<file path="config.mk">
export PLATFORM = sky130hd
export DESIGN_NAME = ps2_mouse_packet_cursor_tracker_core_flat
export DESIGN_NICKNAME = d
export VERILOG_FILES = /design/src/ps2ct_pkg.sv /design/src/ps2ct_if.sv /design/src/ps2_mouse_packet_cursor_tracker_core.sv /design/src/flat_wrapper.sv
export SDC_FILE = /design/constraint.sdc
export NUM_CORES = 1
export LEC_CHECK = 0
export ABC_AREA = 1
export BUFFER_PORTS_ARGS = -buffer_cell sky130_fd_sc_hd__buf_2
export CORE_MARGIN = 4
export CORE_UTILIZATION = 55
export DETAILED_ROUTE_END_ITERATION = 8
export PLACE_DENSITY = 0.72
export REMOVE_ABC_BUFFERS = 1
export SYNTH_ARGS = -nofsm -noshare
export SYNTH_HDL_FRONTEND = slang
export SYNTH_SLANG_ARGS = --single-unit
</file>
<file path="constraint.sdc">
create_clock -name clk -period 4.42 [get_ports clk]
set_input_delay 0.221 -clock clk [delete_from_list [all_inputs] [get_ports clk]]
set_output_delay 0.221 -clock clk [all_outputs]
set_load 0.05 [all_outputs]
</file>
<file path="src/ps2ct_pkg.sv">
// Package for the PS/2 mouse packet cursor tracker.
// Holds coordinate widths, reset resolutions, register indexes, phase codes
// and the clamped axis-move function. No dependencies.
package ps2ct_pkg;

    localparam int COORD_BITS   = 12;
    localparam int CFG_IDX_BITS = 1;

    typedef logic [COORD_BITS-1:0]   coord_t;
    typedef logic [CFG_IDX_BITS-1:0] cfg_idx_t;

    localparam coord_t DEF_WIDTH   = coord_t'(320);
    localparam coord_t DEF_HEIGHT  = coord_t'(200);
    localparam coord_t DEF_POS_X   = coord_t'(320 / 2);
    localparam coord_t DEF_POS_Y   = coord_t'(200 / 2);

    localparam cfg_idx_t REG_SCREEN_WIDTH  = cfg_idx_t'(0);
    localparam cfg_idx_t REG_SCREEN_HEIGHT = cfg_idx_t'(1);

    // Packet byte position, one-hot
    typedef enum logic [2:0] {
        PH_FLAGS = 3'b001,
        PH_DX    = 3'b010,
        PH_DY    = 3'b100
    } phase_t;

    // Add a 9-bit signed delta {sign, mag} to pos, clamp to 0..limit-1 (0 if limit is 0)
    function automatic coord_t move_axis(
        input coord_t     pos,
        input logic       sign,
        input logic [7:0] mag,
        input coord_t     limit
    );
        logic signed [COORD_BITS+1:0] sum;
        logic signed [COORD_BITS+1:0] lim;
        coord_t                       res;
        sum = $signed({2'b00, pos}) + $signed({{(COORD_BITS-7){sign}}, sign, mag});
        lim = $signed({2'b00, limit});
        if (sum >= lim)
        begin
            if (limit == '0)
                res = '0;
            else
                res = limit - coord_t'(1);
        end
        else if (sum[COORD_BITS+1])
        begin
            res = '0;
        end
        else
        begin
            res = sum[COORD_BITS-1:0];
        end
        return res;
    endfunction

endpackage

</file>
<file path="src/ps2ct_if.sv">
// Channel interfaces for the PS/2 mouse packet cursor tracker.
// Depends on ps2ct_pkg for the coordinate type.
interface ps2ct_byte_if;
    logic       valid;
    logic       ready;
    logic [7:0] rx_byte;

    modport source (output valid, output rx_byte, input ready);
    modport sink   (input valid, input rx_byte, output ready);
endinterface

interface ps2ct_snap_if;
    logic               valid;
    logic               ready;
    logic               btn_left;
    logic               btn_right;
    logic               btn_middle;
    ps2ct_pkg::coord_t  cursor_x;
    ps2ct_pkg::coord_t  cursor_y;
    logic               packet_done;

    modport source (output valid, output btn_left, output btn_right, output btn_middle,
                    output cursor_x, output cursor_y, output packet_done, input ready);
    modport sink   (input valid, input btn_left, input btn_right, input btn_middle,
                    input cursor_x, input cursor_y, input packet_done, output ready);
endinterface

</file>
<file path="src/ps2_mouse_packet_cursor_tracker_core.sv">
// Top level of the PS/2 mouse packet cursor tracker.
// Depends on ps2ct_pkg and the channel interfaces in ps2ct_if.sv.
//
// Usage:
//   bytes     : raw mouse bytes in, valid/ready request per byte.
//   snapshots : one snapshot (buttons, cursor x/y, packet_done) per byte.
//   cfg_*     : plain write port; index 0 sets screen width, index 1 sets
//               screen height. A write recenters that axis. Write only while
//               idle.
// An accepted byte waits in the input register, then the decode/clamp logic
// loads the output register with its snapshot.
// Throughput is one byte per cycle while the receiver keeps snapshots.ready
// high. A byte is taken while the previous snapshot still waits.
// Reset: 320x200 screen, cursor at 160,100, buttons clear, and the first byte
// received afterwards is dropped (its snapshot still goes out, not done).
// When the receiver stalls, the output register holds its snapshot and the
// input register fills; bytes.ready then drops until snapshots.ready returns.
module ps2_mouse_packet_cursor_tracker_core (
    input  logic                clk,
    input  logic                rst_n,
    input  logic                cfg_we,
    input  ps2ct_pkg::cfg_idx_t cfg_index,
    input  ps2ct_pkg::coord_t   cfg_data,
    ps2ct_byte_if.sink          bytes,
    ps2ct_snap_if.source        snapshots
);
    import ps2ct_pkg::*;

    // input register
    logic       in_valid_reg, in_valid_next;
    logic [7:0] in_byte_reg;

    // tracker state
    logic   skip_reg, skip_next;
    phase_t phase_reg, phase_next;
    logic   sign_x_reg, sign_x_next;
    logic   sign_y_reg, sign_y_next;
    logic [2:0] buttons_reg, buttons_next;
    coord_t width_reg, width_next;
    coord_t height_reg, height_next;
    coord_t pos_x_reg, pos_x_next;
    coord_t pos_y_reg, pos_y_next;
    logic   done_next;

    // output register
    logic       out_valid_reg, out_valid_next;
    logic [2:0] out_buttons_reg;
    coord_t     out_x_reg, out_y_reg;
    logic       out_done_reg;

    logic out_advance;
    logic step;
    logic in_take;

    assign out_advance  = !out_valid_reg || snapshots.ready;
    assign step         = in_valid_reg && out_advance;
    assign bytes.ready  = !in_valid_reg || out_advance;
    assign in_take      = bytes.valid && bytes.ready;

    always_comb
    begin
        if (in_take)
            in_valid_next = 1'b1;
        else if (step)
            in_valid_next = 1'b0;
        else
            in_valid_next = in_valid_reg;

        if (step)
            out_valid_next = 1'b1;
        else if (snapshots.ready)
            out_valid_next = 1'b0;
        else
            out_valid_next = out_valid_reg;
    end

    always_comb
    begin
        skip_next    = skip_reg;
        phase_next   = phase_reg;
        sign_x_next  = sign_x_reg;
        sign_y_next  = sign_y_reg;
        buttons_next = buttons_reg;
        width_next   = width_reg;
        height_next  = height_reg;
        pos_x_next   = pos_x_reg;
        pos_y_next   = pos_y_reg;
        done_next    = 1'b0;

        if (cfg_we)
        begin
            case (cfg_index)
                REG_SCREEN_WIDTH:
                begin
                    width_next = cfg_data;
                    pos_x_next = cfg_data >> 1;
                end
                REG_SCREEN_HEIGHT:
                begin
                    height_next = cfg_data;
                    pos_y_next  = cfg_data >> 1;
                end
                default:
                begin
                    width_next = width_reg;
                end
            endcase
        end
        else if (step)
        begin
            if (skip_reg)
            begin
                // drop the first byte after reset
                skip_next = 1'b0;
            end
            else
            begin
                case (phase_reg)
                    PH_FLAGS:
                    begin
                        buttons_next = in_byte_reg[2:0];
                        sign_x_next  = in_byte_reg[4];
                        sign_y_next  = in_byte_reg[5];
                        phase_next   = PH_DX;
                    end
                    PH_DX:
                    begin
                        pos_x_next = move_axis(pos_x_reg, sign_x_reg, in_byte_reg, width_reg);
                        phase_next = PH_DY;
                    end
                    PH_DY:
                    begin
                        pos_y_next = move_axis(pos_y_reg, sign_y_reg, in_byte_reg, height_reg);
                        phase_next = PH_FLAGS;
                        done_next  = 1'b1;
                    end
                    default:
                    begin
                        phase_next = PH_FLAGS;
                    end
                endcase
            end
        end
    end

    always_ff @(posedge clk or negedge rst_n)
    begin
        if (!rst_n)
        begin
            in_valid_reg  <= 1'b0;
            out_valid_reg <= 1'b0;
            skip_reg      <= 1'b1;
            phase_reg     <= PH_FLAGS;
            sign_x_reg    <= 1'b0;
            sign_y_reg    <= 1'b0;
            buttons_reg   <= '0;
            width_reg     <= DEF_WIDTH;
            height_reg    <= DEF_HEIGHT;
            pos_x_reg     <= DEF_POS_X;
            pos_y_reg     <= DEF_POS_Y;
        end
        else
        begin
            in_valid_reg  <= in_valid_next;
            out_valid_reg <= out_valid_next;
            skip_reg      <= skip_next;
            phase_reg     <= phase_next;
            sign_x_reg    <= sign_x_next;
            sign_y_reg    <= sign_y_next;
            buttons_reg   <= buttons_next;
            width_reg     <= width_next;
            height_reg    <= height_next;
            pos_x_reg     <= pos_x_next;
            pos_y_reg     <= pos_y_next;
        end
    end

    // payload registers, no reset
    always_ff @(posedge clk)
    begin
        if (in_take)
            in_byte_reg <= bytes.rx_byte;
        if (step)
        begin
            out_buttons_reg <= buttons_next;
            out_x_reg       <= pos_x_next;
            out_y_reg       <= pos_y_next;
            out_done_reg    <= done_next;
        end
    end

    assign snapshots.valid       = out_valid_reg;
    assign snapshots.btn_left    = out_buttons_reg[0];
    assign snapshots.btn_right   = out_buttons_reg[1];
    assign snapshots.btn_middle  = out_buttons_reg[2];
    assign snapshots.cursor_x    = out_x_reg;
    assign snapshots.cursor_y    = out_y_reg;
    assign snapshots.packet_done = out_done_reg;

`ifndef SYNTHESIS
    a_done_after_dy: assert property (@(posedge clk) disable iff (!rst_n)
        (step && !cfg_we && !skip_reg && phase_reg == PH_DY)
        |=> (out_valid_reg && out_done_reg))
        else $error("third packet byte did not report packet_done");

    a_skip_stays_clear: assert property (@(posedge clk) disable iff (!rst_n)
        !skip_reg |=> !skip_reg)
        else $error("skip flag set again after reset");

    a_full_blocks_input: assert property (@(posedge clk) disable iff (!rst_n)
        (in_valid_reg && out_valid_reg && !snapshots.ready) |-> !bytes.ready)
        else $error("input taken while both stages are full");

    a_width_recenters: assert property (@(posedge clk) disable iff (!rst_n)
        (cfg_we && cfg_index == REG_SCREEN_WIDTH)
        |=> (pos_x_reg == ($past(cfg_data) >> 1)))
        else $error("width write did not recenter x");
`endif

endmodule
</file>
<file path="src/flat_wrapper.sv">
// flat-port wrapper written by rule: the top's interface ports become plain ports
module ps2_mouse_packet_cursor_tracker_core_flat import ps2ct_pkg::*;
  (clk, rst_n, cfg_we, cfg_index, cfg_data, bytes_valid, bytes_rx_byte, bytes_ready, snapshots_valid, snapshots_btn_left, snapshots_btn_right, snapshots_btn_middle, snapshots_cursor_x, snapshots_cursor_y, snapshots_packet_done, snapshots_ready);
  ps2ct_byte_if bytes_i ();
  ps2ct_snap_if snapshots_i ();
  input  logic clk;
  input  logic rst_n;
  input  logic cfg_we;
  input  ps2ct_pkg::cfg_idx_t cfg_index;
  input  ps2ct_pkg::coord_t cfg_data;
  input wire logic [$bits(bytes_i.valid)-1:0] bytes_valid;
  input wire logic [$bits(bytes_i.rx_byte)-1:0] bytes_rx_byte;
  output wire logic [$bits(bytes_i.ready)-1:0] bytes_ready;
  output wire logic [$bits(snapshots_i.valid)-1:0] snapshots_valid;
  output wire logic [$bits(snapshots_i.btn_left)-1:0] snapshots_btn_left;
  output wire logic [$bits(snapshots_i.btn_right)-1:0] snapshots_btn_right;
  output wire logic [$bits(snapshots_i.btn_middle)-1:0] snapshots_btn_middle;
  output wire logic [$bits(snapshots_i.cursor_x)-1:0] snapshots_cursor_x;
  output wire logic [$bits(snapshots_i.cursor_y)-1:0] snapshots_cursor_y;
  output wire logic [$bits(snapshots_i.packet_done)-1:0] snapshots_packet_done;
  input wire logic [$bits(snapshots_i.ready)-1:0] snapshots_ready;
  assign bytes_i.valid = bytes_valid;
  assign bytes_i.rx_byte = bytes_rx_byte;
  assign bytes_ready = bytes_i.ready;
  assign snapshots_valid = snapshots_i.valid;
  assign snapshots_btn_left = snapshots_i.btn_left;
  assign snapshots_btn_right = snapshots_i.btn_right;
  assign snapshots_btn_middle = snapshots_i.btn_middle;
  assign snapshots_cursor_x = snapshots_i.cursor_x;
  assign snapshots_cursor_y = snapshots_i.cursor_y;
  assign snapshots_packet_done = snapshots_i.packet_done;
  assign snapshots_i.ready = snapshots_ready;
  ps2_mouse_packet_cursor_tracker_core u_core (.clk(clk), .rst_n(rst_n), .cfg_we(cfg_we), .cfg_index(cfg_index), .cfg_data(cfg_data), .bytes(bytes_i), .snapshots(snapshots_i));
endmodule
</file>
# After elaboration in Yosys (flattened, before gate mapping)
# Index checks and enable logic that the tools add are counted.
[totals] ff_bits=95 in_bits=26 out_inout_bits=30 word_cells=70
[op_classes] addsub=4 n_lt_le_gt_ge=2 n_eq_ne=3 mux=26 bitwise=3 reduce_logical=16
[ops] cell="12-bit 2-to-1 mux" count=16
[ops] cell="13-bit by 9-bit adder with 14-bit output" count=2
[ops] cell="14-bit by 13-bit >= comparator with 1-bit output" count=2
[ops] cell="12-bit logical NOT" count=2
[ops] cell="12-bit by 1-bit subtractor with 12-bit output, second input constant" count=2
[ops] cell="3-bit 2-to-1 mux" count=4
[ops] cell="3-bit one-hot mux with 2 select lines" count=1
[ops] cell="2-bit AND reduction" count=3
[ops] cell="1-bit 2-to-1 mux" count=5
[ops] cell="4-bit AND reduction" count=1
[ops] cell="2-bit nonzero test" count=2
[ops] cell="3-bit by 1-bit == test with 1-bit output, second input constant" count=1
[ops] cell="3-bit by 2-bit == test with 1-bit output, second input constant" count=1
[ops] cell="3-bit == test, second input constant" count=1
[ops] cell="1-bit NOT" count=3
[ops] cell="3-bit AND reduction" count=1
[ops] cell="1-bit logical AND" count=2
[ops] cell="1-bit logical NOT" count=2
[ops] cell="1-bit logical OR" count=2
[ops] cell="2-bit OR reduction" count=1

# Logic depth before layout (Yosys ltp)
# Gate-level depths: netlist of the first run.
[logic_depth] depth_word=7 depth_mapped=23 ltp_nobuf=22

# Worst setup path before layout of the first run
# OpenSTA, ideal clock, no wires.
[synth_timing] path_type="flip-flop to flip-flop" from="register u_core.in_byte_reg[0]" to="register u_core.out_y_reg[2], in the netlist u_core.snapshots.cursor_y[2], data pin" setup_time_ns=0.260 t_arrival_ns=2.857 required_ns=4.160 slack_ns=1.304 path_stages_with_launch=22 path_buffers=1 synth_period_minus_slack_ns=3.116 path_cell_list="edfxtp_1 ha_1 fa_1 nand3_1 nand2_1 a21oi_1 nor2_1 nor2_1 xor2_1 ha_1 nand2_1 nor2_1 nand4_1 nand3_1 nand2_2 nand2_2 buf_6 nand2_1 nand3_1 nand2_1 nand2_1 nand2_1"
[synth_between] elab_chain_cells=7 word_cells_on_any_way=8 cone_classes="add/sub (1); order compare (1); mux (6)"
[synth_rtl] element="start: declaration" line="ps2_mouse_packet_cursor_tracker_core.sv:31" source="logic [7:0] in_byte_reg;"
[synth_rtl] element="start signal: assignment" line="ps2_mouse_packet_cursor_tracker_core.sv:182" source="in_byte_reg <= bytes.rx_byte;"
[synth_rtl] element="13-bit by 9-bit adder with 14-bit output (*)" line="ps2ct_pkg.sv:37" source="sum = $signed({2'b00, pos}) + $signed({{(COORD_BITS-7){sign}}, sign, mag});"
[synth_rtl] element="14-bit by 13-bit >= comparator with 1-bit output or 12-bit 2-to-1 mux (tied branches)" line="ps2ct_pkg.sv:39, ps2ct_pkg.sv:46"
[synth_rtl] element="12-bit 2-to-1 mux (*)" line="ps2ct_pkg.sv:39" source="if (sum >= lim)"
[synth_rtl] element="12-bit 2-to-1 mux (*)" line="ps2_mouse_packet_cursor_tracker_core.sv:118" source="case (phase_reg)"
[synth_rtl] element="12-bit 2-to-1 mux (*)" line="ps2_mouse_packet_cursor_tracker_core.sv:111" source="if (skip_reg)"
[synth_rtl] element="12-bit 2-to-1 mux (*)" line="ps2_mouse_packet_cursor_tracker_core.sv:109" source="else if (step)"
[synth_rtl] element="12-bit 2-to-1 mux (*)" line="ps2_mouse_packet_cursor_tracker_core.sv:90" source="if (cfg_we)"
[synth_rtl] element="via u_core.pos_y_next[2]" line="ps2_mouse_packet_cursor_tracker_core.sv:42" source="coord_t pos_y_reg, pos_y_next;"
[synth_rtl] element="end signal: assignment" line="ps2_mouse_packet_cursor_tracker_core.sv:187" source="out_y_reg <= pos_y_next;"
[synth_rtl] element="end: declaration" line="ps2_mouse_packet_cursor_tracker_core.sv:48" source="coord_t out_x_reg, out_y_reg;"
# The timed path passes the listed nets; every way through them passes the cells marked *.
# A chain may end at the register's enable or synchronous reset.

# Final worst setup path of the first run
[layout_timing] from="register u_core.in_byte_reg[0]" to="register u_core.out_y_reg[6], in the netlist u_core.snapshots.cursor_y[6], data pin"
# The elaborated chain is that of the path after synthesis.

==> metrics.md, run 1 <==
| Metric | Value |
|---|---|
| XOR/XNOR Fraction of Synth Area | 4.06% |
| Die X | 116 µm |
| Synth warnings | 0 |
| Fmax | 243 MHz |
| Final setup viols | 0 |
| Switching share of power | 48.2% |
| Via/cell ratio | 5.49 |
| Sequential-to-total area share from yosys stat | 39.7% |
| Port Buffer Count | 55 |
| Post-Layout Cell Count | 1042 |
| Post-route setup slack | 313 ps |
| DRC | 0 |
| Hold-fix buffers at CTS | 1 |
| CTS buffer count | 9 |
| Net switching power | 2.22 mW |
| Setup CP Type | register to register |
| Initial Util | 56.5% |
| Initial antenna violation count | 0 |
| Util after Layout | 62.1% |
| Htree depth | 3 |
| Synth Area in Adders | 10.7% |
| CTS clock-pin slew for the worst setup and hold paths | 70 ps |
| Share of the cycle needed by the critical path after routing | 92.9% |
| Die height | 116 µm |
| Syn Area/Cell | 7.68 µm² |
| Final wirelength | 16900 µm |
| Vias | 5724 |
| Initial DRC count | 518 |
| Antenna Nets Post-Route | 0 |
| Final Wtd Congestion | 0.966 |
| Dpl cell area | 0.00683 mm² |
| CTS tree | yes |
| I/O pins | 56 |
| Core footprint | 0.0115 mm² |
| Worst slew pin tran | 1070 ps |
| Rel. slew slack | 28.1% |
| CTS Root Cell | clkbuf_16 |
| RSZ-0062 raised after global routing | no |
| Sequential share of power | 27.6% |
| Fraction of synthesized area in multiplexers | 0% |
| Number of max-cap violations | 0 |
| Final hold viol count | 0 |
| Hold_ws | 36.9 ps |
| Worst slack at placement | 388 ps |
| Final non-filler cell area | 0.00712 mm² |
| Fraction of layout cells with a size suffix above 1 | 11.5% |
| Number of global-route vias before repair | 5568 |
| Die area | 0.0136 mm² |
| Pwr dens | 645 mW/mm² |
| Largest net degree at the start of global routing | 31 |
| Pwr Total | 4.60 mW |
| Clk_lat worst skew | 360 ps |
| Clock power frac | 16.3% |
| Pre-Repair DR Iteration Count | 5 |
| Int Pwr | 2.38 mW |
| Placed Instances | 1025 |
| Worst EP required | 4520 ps |
| Status | finished, final reports clean |
| Layout Nets | 974 |
| Post-Syn Instances | 843 |
| Remaining global-route overflow | 0 |
| #FFs+latches synth | 95 |
| Combinational family with the most area after synthesis | simple AND/OR/NAND/NOR gates |
| Clock sinks | 95 |
| Worst Path Arrival | 4210 ps |
| Syn Std Cell Area | 0.00647 mm² |
| Avg WL per Cell | 16.2 µm |
| VDD IR max | 0.000409 V |
| Total Routing Usage GR | 26.7% |
| Simple-Gate Fraction of Synth Area | 28.2% |
| P&R area growth vs syn | 10.0% |
| First-pass GRT wire length | 27900 µm |
| Comb power frac | 56.0% |
| Compound-Gate Fraction of Synth Area | 9.68% |
| Setup TNS | 0 ps |
| Post_cts resized | 0 |
| CP Capture Type | register |
| Detailed Place HPWL | 12800 µm |
| Post-CTS setup buffer count | 0 |
| Clk buf depth | 2 |
| Count of cell types in the netlist | 37 |
| Final worst path period need | 4110 ps |
| Row count | 39 |
| Final Max Tran Viols | 0 |
| Clock Skews | 9.38 ps |
| CP max FO | 13 |
| Worst hold path class | input pin to register |
| # diodes | 0 |
| P_leak | 3.77 nW |
| Startpoint Class | register |
logic make-up (layout without fill, tap and decap cells):
family | Yosys count | in the layout
AO/OA/AOI/OAI | 108 | 108
XOR/XNOR | 30 | 30
adder cells (fa/ha/maj) | 54 | 54
buffers and inverters | 118 | 174
flip-flops | 95 | 95
AND/OR/NAND/NOR | 438 | 438
routing by layer:
layer	global-route usage, %	vias up	routed length, µm
met5	0	-	0
met4	9.20	0	386
met3	5.85	25	1070
met2	40.3	182	7360
met1	38.2	2669	8050
li1	-	2848	-
worst max-delay path: stages, from the launching register on:
cell and delay (ps):
edfxtp_1 440, ha_1 270, fa_1 470, nand3_1 100
nand2_1 120, a21oi_1 220, nor2_1 60, nor2_1 120
xor2_1 100, ha_1 290, nand2_1 70, nor2_1 150
nand4_1 520, nand2_2 500, nand2_1 100, nand3_1 80
nand2_1 60, nand2_1 60, nand2_1 110
layout by cell type, fill, tap and decap left out, types with 2 or more instances in the layout:
cell and count:
clkinvlp_4 2, clkinv_1 2, nand2_1 263, nand3_1 81, inv_6 2, nand2_2 11, a21oi_1 53, nor2_1 59
edfxtp_1 36, clkbuf_16 9, xnor2_1 10, o21bai_1 26, xor2_1 20, o21ai_0 17, nor2_2 2, dfstp_2 12
a31oi_1 7, fa_1 2, ha_1 52, nand4_1 4, buf_2 55, inv_1 96, nor3_1 13, dfrtp_1 47
buf_4 4
power by group through the flow:
| stage | clock network (mW) | logic (mW) | registers [mW] |
|---|---|---|---|
| detailed placement | 0 | 2.53 | 1.28 |
| global placement | 0 | 2.47 | 1.28 |
| global route | 0.796 | 2.91 | 1.30 |
| floorplan | 0 | 1.79 | 1.43 |
| CTS | 0.762 | 2.55 | 1.27 |
| finish | 0.751 | 2.57 | 1.27 |
synth_stat cells, drive strengths merged:
| master | count | area, µm² |
|---|---|---|
| a21o | 1 | 7.51 |
| xnor2 | 10 | 87.6 |
| dlygate4sd1 | 1 | 8.76 |
| ha | 52 | 651 |
| clkinv | 1 | 3.75 |
| a211oi | 1 | 7.51 |
| nor3 | 13 | 65.1 |
| a31oi | 7 | 43.8 |
| a21boi | 1 | 7.51 |
| inv | 97 | 364 |
| o21ai | 17 | 85.1 |
| dfrtp | 47 | 1180 |
| dfstp | 12 | 315 |
| nor4 | 1 | 6.26 |
| a21oi | 53 | 265 |
| and3 | 1 | 6.26 |
| or2 | 1 | 6.26 |
| fa | 2 | 40.0 |
| xor2 | 20 | 175 |
| nand2 | 275 | 1070 |
| buf | 10 | 80.1 |
| o21bai | 26 | 195 |
| nand4 | 4 | 25.0 |
| nand3 | 82 | 415 |
| nor2 | 61 | 231 |
| edfxtp | 36 | 1080 |
| a31o | 1 | 8.76 |
| o22ai | 1 | 6.26 |
| clkbuf | 9 | 41.3 |
worst paths after layout:
kind	depth (start not counted)	slack, ps	from	to
worst max-delay path	18	310	u_core.in_byte_reg[0]	u_core.snapshots.cursor_y[6]
worst min-delay path	1	40	bytes_rx_byte[1]	u_core.in_byte_reg[1]
worst max register to register	18	310	u_core.in_byte_reg[0]	u_core.snapshots.cursor_y[6]
worst min register to register	2	480	u_core.buttons_reg[1]	u_core.buttons_reg[1]
max in group asynchronous	3	3040	rst_n	u_core.height_reg[7]
min in group asynchronous	2	450	rst_n	u_core.height_reg[5]
area by class of cell:
class,instances,area [µm²]
Sequential cell,95,2570
Inverter,98,368
Clock inverter,7,56.3
Multi-Input combinational cell,630,3410
Clock buffer,9,225
Timing Repair Buffer,60,315
Tap cell,143,179
Fill cell,1029,4350
No activity file was read; power rests on OpenSTA's default activity.
==> run 2: changes to the inputs <==
--- a/config.mk
+++ b/config.mk
@@ -12,6 +12,7 @@
 export DETAILED_ROUTE_END_ITERATION = 8
 export PLACE_DENSITY = 0.72
 export REMOVE_ABC_BUFFERS = 1
+export SLEW_MARGIN = 40
 export SYNTH_ARGS = -nofsm -noshare
 export SYNTH_HDL_FRONTEND = slang
 export SYNTH_SLANG_ARGS = --single-unit
==> constraint.sdc (replaced) <==
create_clock -name clk -period 4.42 [get_ports clk]
set_input_delay 0.221 -clock clk [delete_from_list [all_inputs] [get_ports clk]]
set_output_delay 0.221 -clock clk [all_outputs]
set_load 0.1 [all_outputs]
==> run 2 against run 1 <==
Sequential share of layout area barely moved; combinational power grew 7.8%; critical path depth is the same; via count up 1.7%; worst hold slack gained 4.0 ps; non-clock buffer count unchanged; cell count unchanged; clock skew fell by 4.3 ps; wire length rose by 0.58%; critical path type unchanged; largest power group unchanged; highest routed layer unchanged.
==> metrics.md, run 2 (synthesized netlist as in run 1, its figures left out) <==
| Metric | Value |
|---|---|
| Final hold viol count | 0 (unchanged) |
| Number of global-route vias before repair | 5603 (+0.63%) |
| Most common cell after layout, fill and taps aside | nand2_1 |
| Worst hold path class | input pin to register |
| Final non-filler cell area | 0.00712 mm² (about the same) |
| Final Max Tran Viols | 0 (unchanged) |
| Final Wtd Congestion | 0.966 (unchanged) |
| Startpoint Class | register |
| Status | finished, final reports clean |
| CTS buffer count | 9 (unchanged) |
| Final worst path period need | 4030 ps (-75.9 ps) |
| Switching share of power | 50.0% (+1.8 points) |
| Hold-fix buffers at CTS | 1 (unchanged) |
| Detailed Place HPWL | 12900 µm (+0.33%) |
| Layout Nets | 974 (unchanged) |
| Core footprint | 0.0115 mm² (unchanged) |
| Pre-Repair DR Iteration Count | 5 (unchanged) |
| Hold Crit Depth | 1 (unchanged) |
| Fraction of layout cells with a size suffix above 1 | 11.6% (+0.11 points) |
| Antenna Nets Post-Route | 0 (unchanged) |
| I/O pins | 56 (unchanged) |
| Net switching power | 2.39 mW (+7.9%) |
| Setup CP Type | register to register |
| Remaining global-route overflow | 0 (unchanged) |
| Pwr Total | 4.78 mW (+4.0%) |
| Final wirelength | 17000 µm (+0.58%) |
| R2r worst-path depth | 18 (unchanged) |
| P_leak | 3.77 nW (about the same) |
| Row count | 39 (unchanged) |
| CP Capture Type | register |
| Post-route setup slack | 389 ps (+75.9 ps) |
| Fmax | 248 MHz (+1.9%) |
| Die area | 0.0136 mm² (unchanged) |
| Number of max-cap violations | 0 (unchanged) |
| P&R area growth vs syn | 9.97% (about the same) |
| Initial DRC count | 434 (-16%) |
| Share of the cycle needed by the critical path after routing | 91.2% (-1.7 points) |
| Htree depth | 3 (unchanged) |
| Post-CTS setup buffer count | 0 (unchanged) |
| CTS tree | yes |
| Worst slew pin tran | 715 ps (-359 ps) |
| CTS clock-pin slew for the worst setup and hold paths | 70 ps (about the same) |
| Clk buf depth | 2 (unchanged) |
| Sequential share of power | 26.6% (-1.0 points) |
| Worst Path Arrival | 4130 ps (-80 ps) |
| Port Buffer Count | 55 (unchanged) |
| Clock Skews | 5.05 ps (-4.33 ps) |
| Clock sinks | 95 (unchanged) |
| Initial Util | 56.5% (unchanged) |
| Total Routing Usage GR | 26.7% (+0.046 points) |
| Pwr dens | 672 mW/mm² (+4.1%) |
| VDD IR max | 0.000476 V (+17%) |
| Comb power frac | 57.9% (+1.9 points) |
| DRC | 0 (unchanged) |
| First-pass GRT wire length | 28000 µm (+0.27%) |
| Clock power frac | 15.5% (-0.8 points) |
| Die X | 116 µm (unchanged) |
| Dpl cell area | 0.00683 mm² (about the same) |
| Worst EP required | 4520 ps (about the same) |
| Int Pwr | 2.39 mW (+0.46%) |
| CP max FO | 13 (unchanged) |
| RSZ-0062 raised after global routing | no |
| Setup TNS | 0 ps (unchanged) |
| Die height | 116 µm (unchanged) |
| CTS Root Cell | clkbuf_16 |
| Avg WL per Cell | 16.3 µm (+0.58%) |
| Initial antenna violation count | 0 (unchanged) |
| Most frequent cells in the layout | 263 x nand2_1, 96 x inv_1, 81 x nand3_1 |
| Via/cell ratio | 5.59 (+1.7%) |
| # diodes | 0 (unchanged) |
| Final setup viols | 0 (unchanged) |
| Largest net degree at the start of global routing | 31 (unchanged) |
| Vias | 5821 (+1.7%) |
| Post_cts resized | 0 (unchanged) |
| Hold_ws | 40.9 ps (+4.03 ps) |
| Worst slack at placement | 401 ps (+12.5 ps) |
| Clk_lat worst skew | 350 ps (about the same) |
| Rel. slew slack | 52.3% (+24 points) |
run 2: cell count changes in the layout (fill, tap and decap cells not counted), sizes merged:
cell / delta
clkbuf: +3
clkinv: -1
clkinvlp: -1
inv: -1
run 2: worst paths after layout:
| check | to | slack (ps) | from |
|---|---|---|---|
| max in group asynchronous | u_core.skip_reg | 3030 | rst_n |
| worst max-delay path | u_core.snapshots.cursor_y[0] | 390 | u_core.in_byte_reg[0] |
| min in group asynchronous | u_core.pos_y_reg[10] | 460 | rst_n |
| worst min-delay path | u_core.in_byte_reg[1] | 40 | bytes_rx_byte[1] |
| worst min register to register | u_core.buttons_reg[2] | 480 | u_core.buttons_reg[2] |
| worst max register to register | u_core.snapshots.cursor_y[0] | 390 | u_core.in_byte_reg[0] |
run 2: layout make-up:
| type | count | area, µm² |
|---|---|---|
| clock buffer | 12 | 246 |
| clock inverter | 4 | 30.0 |
| fill | 1032 | 4350 |
| inverter | 98 | 368 |
| multi-input combinational | 630 | 3410 |
| sequential | 95 | 2570 |
| tap | 143 | 179 |
| timing repair buffer | 60 | 315 |
run 2: critical path, cell delays in order (launching register included):
cell and delay, ps:
edfxtp_1 430, ha_1 260, fa_1 470, nand3_1 100
nand2_1 120, a21oi_1 220, nor2_1 60, nor2_1 110
xor2_1 220, ha_1 180, nand2_1 70, nor2_1 140
nand4_1 520, nand2_2 490, nand2_1 110, nand3_1 90
nand2_1 50, nand2_1 50, nand2_1 70
run 2: routing by layer:
metal	global-route usage [%]	part of all wire, %	vias up
met3	5.28	7.3	31
met5	0	0	-
met2	40.7	44	230
li1	-	-	2855
met1	38.0	46	2705
met4	9.67	2.6	0
run 2: stage by stage:
step | cells | util [%]
final | 1042 | 62.1
after global routing | 1042 | 62.1
after CTS | 1042 | 62.1
after detailed placement | 1025 | 59.6
after global placement | 1025 | 59.6
after floorplan | 823 | -
run 2: power groups by stage:
stage / sequential [mW] / clock, mW / combinational (mW)
after floorplan: 1.62 / 0 / 1.80
after global placement: 1.28 / 0 / 2.66
after detailed placement: 1.28 / 0 / 2.72
after CTS: 1.27 / 0.756 / 2.75
after global routing: 1.30 / 0.793 / 3.11
final: 1.27 / 0.741 / 2.77
